File: config.mk
export PLATFORM = sky130hd
export DESIGN_NAME = hsv_to_rgb_8bit
export DESIGN_NICKNAME = d
export VERILOG_FILES = /design/src/design/hsv2rgb_pkg.sv /design/src/design/hsv_to_rgb_8bit.sv
export SDC_FILE = /design/constraint.sdc
export NUM_CORES = 2
export LEC_CHECK = 0
export BUFFER_PORTS_ARGS = -buffer_cell sky130_fd_sc_hd__buf_4
export CORE_ASPECT_RATIO = 0.75
export CORE_UTILIZATION = 25
export CTS_BUF_LIST = sky130_fd_sc_hd__clkbuf_2 sky130_fd_sc_hd__clkbuf_4 sky130_fd_sc_hd__clkbuf_8
export DETAILED_ROUTE_END_ITERATION = 6
export RECOVER_POWER = 100
export SKIP_CTS_REPAIR_TIMING = 1
export SYNTH_ARGS = -nofsm -noshare
export SYNTH_HDL_FRONTEND = slang
export SYNTH_SLANG_ARGS = --single-unit
File: constraint.sdc
create_clock -name clk -period 6.7 [get_ports clk]
set_input_delay 0 -clock clk [delete_from_list [all_inputs] [get_ports clk]]
set_output_delay 0 -clock clk [all_outputs]
set_load 0.005 [all_outputs]
File: src/design/hsv2rgb_pkg.sv
// ----------------------------------------------------------------------------
// hsv2rgb_pkg
// Constants and hue weight functions for the 8-bit HSV to RGB converter.
// ----------------------------------------------------------------------------
package hsv2rgb_pkg;

    localparam int unsigned FullW     = 255;
    localparam int unsigned HueSpan   = 1530;
    localparam int unsigned Denom     = 65025;      // 255 * 255
    localparam int unsigned RecipBits = 25;
    localparam int unsigned RecipShift = 40;
    // ceil(2^40 / 65025); exact floor division for any 24-bit numerator
    localparam logic [RecipBits-1:0] Recip = 25'd16909061;

    typedef logic signed [12:0] wsum_t;

    function automatic logic [7:0] clamp_w(input wsum_t x);
        logic [7:0] r;
        begin
            if (x < 0)
            begin
                r = 8'd0;
            end
            else if (x > wsum_t'(FullW))
            begin
                r = 8'(FullW);
            end
            else
            begin
                r = x[7:0];
            end
            return r;
        end
    endfunction

    function automatic wsum_t pos_part(input wsum_t x);
        return (x > 0) ? x : wsum_t'(0);
    endfunction

    function automatic logic [7:0] weight_red(input logic [10:0] p);
        wsum_t ps;
        begin
            ps = wsum_t'({2'b00, p});
            return 8'(FullW) - clamp_w(ps - wsum_t'(FullW)
                                       - 13'(2 * pos_part(ps - wsum_t'(3 * FullW))));
        end
    endfunction

    function automatic logic [7:0] weight_green(input logic [10:0] p);
        wsum_t ps;
        begin
            ps = wsum_t'({2'b00, p});
            return clamp_w(ps - 13'(2 * pos_part(ps - wsum_t'(2 * FullW))));
        end
    endfunction

    function automatic logic [7:0] weight_blue(input logic [10:0] p);
        return weight_green(11'(HueSpan) - p);
    endfunction

endpackage

File: src/design/hsv_to_rgb_8bit.sv
// ----------------------------------------------------------------------------
// hsv_to_rgb_8bit
// Four-stage pipelined HSV to RGB pixel converter, alpha passed through.
// ----------------------------------------------------------------------------
// One pixel word in, one pixel word out. Throughput is one word per clock
// while the output side accepts; each word passes through the stages below
// in order, and the output word is registered.
// Stages: hue weights, saturation loss multiply, brightness multiply, and a
// reciprocal multiply that divides by 65025. Each stage holds its word until
// the next stage frees up, so back-pressure from the output stalls no more
// of the pipeline than needed and nothing is dropped or repeated.
module hsv_to_rgb_8bit
    import hsv2rgb_pkg::*;
(
    input  logic        clk,
    input  logic        rst_n,
    input  logic        s_axis_tvalid,
    output logic        s_axis_tready,
    input  logic [31:0] s_axis_tdata,   // hue, saturation, brightness, alpha_in
    output logic        m_axis_tvalid,
    input  logic        m_axis_tready,
    output logic [31:0] m_axis_tdata    // red, green, blue, alpha_out
);

    // stage valids
    logic vld1_reg, vld2_reg, vld3_reg, vld4_reg;
    logic en1, en2, en3, en4;

    // stage 1: weights
    logic [7:0]  sat1_reg, val1_reg, alp1_reg;
    logic [7:0]  wgt1_reg [3];
    logic [10:0] p_next;

    // stage 2: per-channel 65025 - s*(255-M)
    logic [7:0]  val2_reg, alp2_reg;
    logic [15:0] diff2_reg [3];
    logic [15:0] diff2_next [3];

    // stage 3: v * diff
    logic [7:0]  alp3_reg;
    logic [23:0] num3_reg [3];

    // stage 4: quotient
    logic [7:0]  alp4_reg;
    logic [7:0]  q4_reg [3];
    logic [48:0] prod_next [3];

    assign en4 = !vld4_reg || m_axis_tready;
    assign en3 = !vld3_reg || en4;
    assign en2 = !vld2_reg || en3;
    assign en1 = !vld1_reg || en2;
    assign s_axis_tready = en1;

    always_ff @(posedge clk or negedge rst_n)
    begin
        if (!rst_n)
        begin
            vld1_reg <= 1'b0;
            vld2_reg <= 1'b0;
            vld3_reg <= 1'b0;
            vld4_reg <= 1'b0;
        end
        else
        begin
            if (en1)
            begin
                vld1_reg <= s_axis_tvalid;
            end
            if (en2)
            begin
                vld2_reg <= vld1_reg;
            end
            if (en3)
            begin
                vld3_reg <= vld2_reg;
            end
            if (en4)
            begin
                vld4_reg <= vld3_reg;
            end
        end
    end

    assign p_next = 11'(s_axis_tdata[7:0]) * 11'd6;

    always_comb
    begin
        for (int i = 0; i < 3; i++)
        begin
            diff2_next[i] = 16'(Denom)
                - (16'(sat1_reg) * 16'(8'(FullW) - wgt1_reg[i]));
            prod_next[i]  = 49'(num3_reg[i]) * 49'(Recip);
        end
    end

    always_ff @(posedge clk)
    begin
        if (en1 && s_axis_tvalid)
        begin
            sat1_reg    <= s_axis_tdata[15:8];
            val1_reg    <= s_axis_tdata[23:16];
            alp1_reg    <= s_axis_tdata[31:24];
            wgt1_reg[0] <= weight_red(p_next);
            wgt1_reg[1] <= weight_green(p_next);
            wgt1_reg[2] <= weight_blue(p_next);
        end
        if (en2 && vld1_reg)
        begin
            val2_reg  <= val1_reg;
            alp2_reg  <= alp1_reg;
            diff2_reg <= diff2_next;
        end
        if (en3 && vld2_reg)
        begin
            alp3_reg <= alp2_reg;
            for (int i = 0; i < 3; i++)
            begin
                num3_reg[i] <= 24'(val2_reg) * 24'(diff2_reg[i]);
            end
        end
        if (en4 && vld3_reg)
        begin
            alp4_reg <= alp3_reg;
            for (int i = 0; i < 3; i++)
            begin
                q4_reg[i] <= prod_next[i][RecipShift+7:RecipShift];
            end
        end
    end

    assign m_axis_tvalid = vld4_reg;
    assign m_axis_tdata  = {alp4_reg, q4_reg[2], q4_reg[1], q4_reg[0]};

endmodule

==> results.sh <==
export IMPL_status="finished with violations"
export IMPL_violations="capacitance limit, slew limit"
export IMPL_fin_crit_sh=0.9248
export IMPL_ant_nets=0
export IMPL_rsz0062_at_grt="false"
export IMPL_cts_root_buf="clkbuf_8"
export IMPL_grt_max_degree=65
export IMPL_syn_to_final_growth_pct=10.74
export IMPL_grt_pass1_wl_um=156100
export IMPL_first_global_vias=30080
export IMPL_synth_yosys_seq_area_share=0.1589
export IMPL_critical_path_top_delay_family="adder cells"
export IMPL_largest_register_ffs=72
export IMPL_cts_max_level=2
export IMPL_layout_commonest_cell="ha_1"
export IMPL_vias=28720
export IMPL_fin_setup_tns_ps=0
export IMPL_finalHoldViolCount=0
export IMPL_holdPathStages=2
export IMPL_arrival_ps=6630
export IMPL_cts_tree="yes"
export IMPL_skew_ps=46.58
export IMPL_hold_worst_slack_ps=61.98
export IMPL_synth_edf_count=224
export IMPL_drive_above_1_share=0.04188
export IMPL_numPortBuffers=69
export IMPL_antenna_found_initial=3
export IMPL_die_h_um=361.0
export IMPL_syn_nets=5795
export IMPL_route_detailed_drc=0
export IMPL_cp_slowest_cell="o311ai_0"
export IMPL_vias_per_cell=4.314
export IMPL_drt_total_wl_um=94190
export IMPL_die_area_um2=173500
export IMPL_setup_viol=0
export IMPL_crit_required_ps=7140
export IMPL_period_minus_slack_ps=6196
export IMPL_start_kind="flop"
export IMPL_ys_ff_latch=228
export IMPL_cap_violations=5
export IMPL_place_inst=6524
export IMPL_drt_pass1_iterations=6
export IMPL_wl_per_cell_um=14.15
export IMPL_slew_violations=230
export IMPL_hold_end="val1_reg[4]$_DFFE_PP_"
export IMPL_r2r_slack_ps=500
export IMPL_clock_fmax_mhz=161.4
export IMPL_yosysWarnings=0
export IMPL_synthFlopType="edfxtp_1"
export IMPL_crit_type="flop to flop"
export IMPL_yosys_cell_types_count=88
export IMPL_path_buf_inv=2
export IMPL_slowest_delay_ps=620
export IMPL_min_from="s_axis_tdata[20]"
export IMPL_hold_path_class="primary input to flop"
export IMPL_end_kind="flop"
export IMPL_crit_fanout=6
export IMPL_cts_clk_slew_worst_paths_ps=60
export IMPL_path_cells="ha_1 > ha_1 > inv_1 > fa_1 > fa_1 > inv_1 > ha_1 > fa_1 > fa_1 > ha_1 > a21o_1 > a211o_1 > a311oi_1 > o21ai_0 > and3_1 > o311ai_0 > a31oi_1 > o21ai_0 > xnor2_1"
export IMPL_cts_buffers=51
export IMPL_worst_pin_slew_ps=4082
export IMPL_start_util=0.2522
export IMPL_clockBufferDepth=3
export IMPL_boundaryPins=70
export IMPL_routabilityCongestion=0.8799
export IMPL_rows=131
export IMPL_syn_inst=4244
export IMPL_r2r_cells=19
export IMPL_clk_latency_ps=710
export IMPL_first_iter_violations=1497
export IMPL_reg2reg_from="num3_reg[0][6]$_DFFE_PP_"
export IMPL_timing_rr_end="q4_reg[0][7]$_DFFE_PP_"
export IMPL_dp_hpwl_um=76860
export IMPL_finalNonFillerCells=6656
export IMPL_postLayoutCellArea_um2=47560
export IMPL_relSlewSlack=-1.722
export IMPL_dieWidth_um=480.6
export IMPL_place_area_um2=46180
export IMPL_grt_usage=0.1102
export IMPL_async_reset_ff_frac=0.01754
export IMPL_overflow=0
export IMPL_synth_avg_cell_area_um2=10.12
export IMPL_final_cell_mix="963 x ha_1, 827 x inv_1, 552 x fa_1"
export IMPL_nNetsFinal=5910
export IMPL_syn_area_um2=42950
export IMPL_clock_sink_count=228
export IMPL_coreArea_um2=170300
worst reg2reg max path, cell delays in order (launching register included):
cell,delay [ps]
edfxtp_1,580
ha_1,230
ha_1,140
inv_1,40
fa_1,400
fa_1,500
inv_1,40
ha_1,280
fa_1,520
fa_1,420
ha_1,300
a21o_1,160
a211o_1,300
a311oi_1,300
o21ai_0,220
and3_1,290
o311ai_0,620
a31oi_1,190
o21ai_0,310
xnor2_1,120
cell type report:
| type | instances | area, um2 |
|---|---|---|
| well taps | 2261 | 2829 |
| fillers | 17750 | 122700 |
| multi-input cells | 3121 | 32720 |
| clock buffers | 62 | 784.5 |
| clock inverters | 26 | 287.8 |
| diodes | 1 | 2.502 |
| flip-flops and latches | 228 | 6827 |
| inverters | 830 | 3115 |
| repair buffers | 127 | 994.7 |
cell usage after synthesis, drive strengths merged, types with 6 or more instances:
| cell type | number | area, um2 |
|---|---|---|
| and2 | 201 | 1257 |
| and3 | 23 | 143.9 |
| a21o | 75 | 564.3 |
| a31o | 6 | 52.55 |
| a21boi | 18 | 135.1 |
| o21a | 13 | 97.59 |
| nand2b | 86 | 538.0 |
| a211o | 10 | 88.84 |
| nor4 | 7 | 56.30 |
| nand3 | 44 | 230.2 |
| xnor2 | 109 | 988.4 |
| a31oi | 11 | 68.82 |
| nor2 | 96 | 362.8 |
| o211ai | 15 | 112.6 |
| fa | 552 | 11050 |
| nor3 | 30 | 166.4 |
| xor2 | 35 | 321.6 |
| o21bai | 17 | 127.6 |
| or3 | 12 | 75.07 |
| nor2b | 150 | 938.4 |
| a211oi | 9 | 72.57 |
| nand2 | 288 | 1081 |
| o21ai | 98 | 494.2 |
| nand4 | 26 | 162.7 |
| a21oi | 140 | 704.4 |
| edfxtp | 224 | 6726 |
| clkbuf | 62 | 232.7 |
| inv | 830 | 3115 |
| o31ai | 9 | 86.33 |
| ha | 963 | 12050 |
| or2 | 7 | 43.79 |
stage by stage:
stage | setup WS [ps] | util
2_1_floorplan | 1170 | -
3_3_place_gp | 623.2 | 0.2712
3_5_place_dp | 519.0 | 0.2712
4_1_cts | 535.5 | 0.2775
5_1_grt | 111.4 | 0.2793
6_report | 503.6 | 0.2793
how the worst max path moves through the flow:
stage / startpoint / to / cells past startpoint
after global placement: num3_reg[0][6]$_DFFE_PP_ / q4_reg[0][7]$_DFFE_PP_ / 19
after global routing: s_axis_tdata[0] / wgt1_reg[0][19]$_SDFFCE_PN0P_ / 23
after detailed placement: num3_reg[0][6]$_DFFE_PP_ / q4_reg[0][7]$_DFFE_PP_ / 19
final: num3_reg[0][6]$_DFFE_PP_ / q4_reg[0][7]$_DFFE_PP_ / 19
after floorplan: num3_reg[0][17]$_DFFE_PP_ / q4_reg[0][7]$_DFFE_PP_ / 20
after CTS: num3_reg[0][6]$_DFFE_PP_ / q4_reg[0][7]$_DFFE_PP_ / 19
per-layer routing:
layer  GRT usage  wire length (um)
met1      0.1643             49930
met2      0.1657             38550
met3     0.01491              3538
met4     0.02711              2153
met5           0                13
logic make-up after synthesis:
kind of cell               after synthesis  synth area share
buffers and inverters                  895           0.07842
muxes                                    5          0.001194
xor gates and xnor gates               144           0.03050
AOI/OAI and AO/OA                      471           0.07216
DFF                                    228            0.1589
and+or+nand+nor                        986            0.1209
adders and majority gates             1515            0.5378
Power is left out: the tool's default activity adds up to more than one toggle a clock period on the data nets, which glitch-free logic cannot reach.
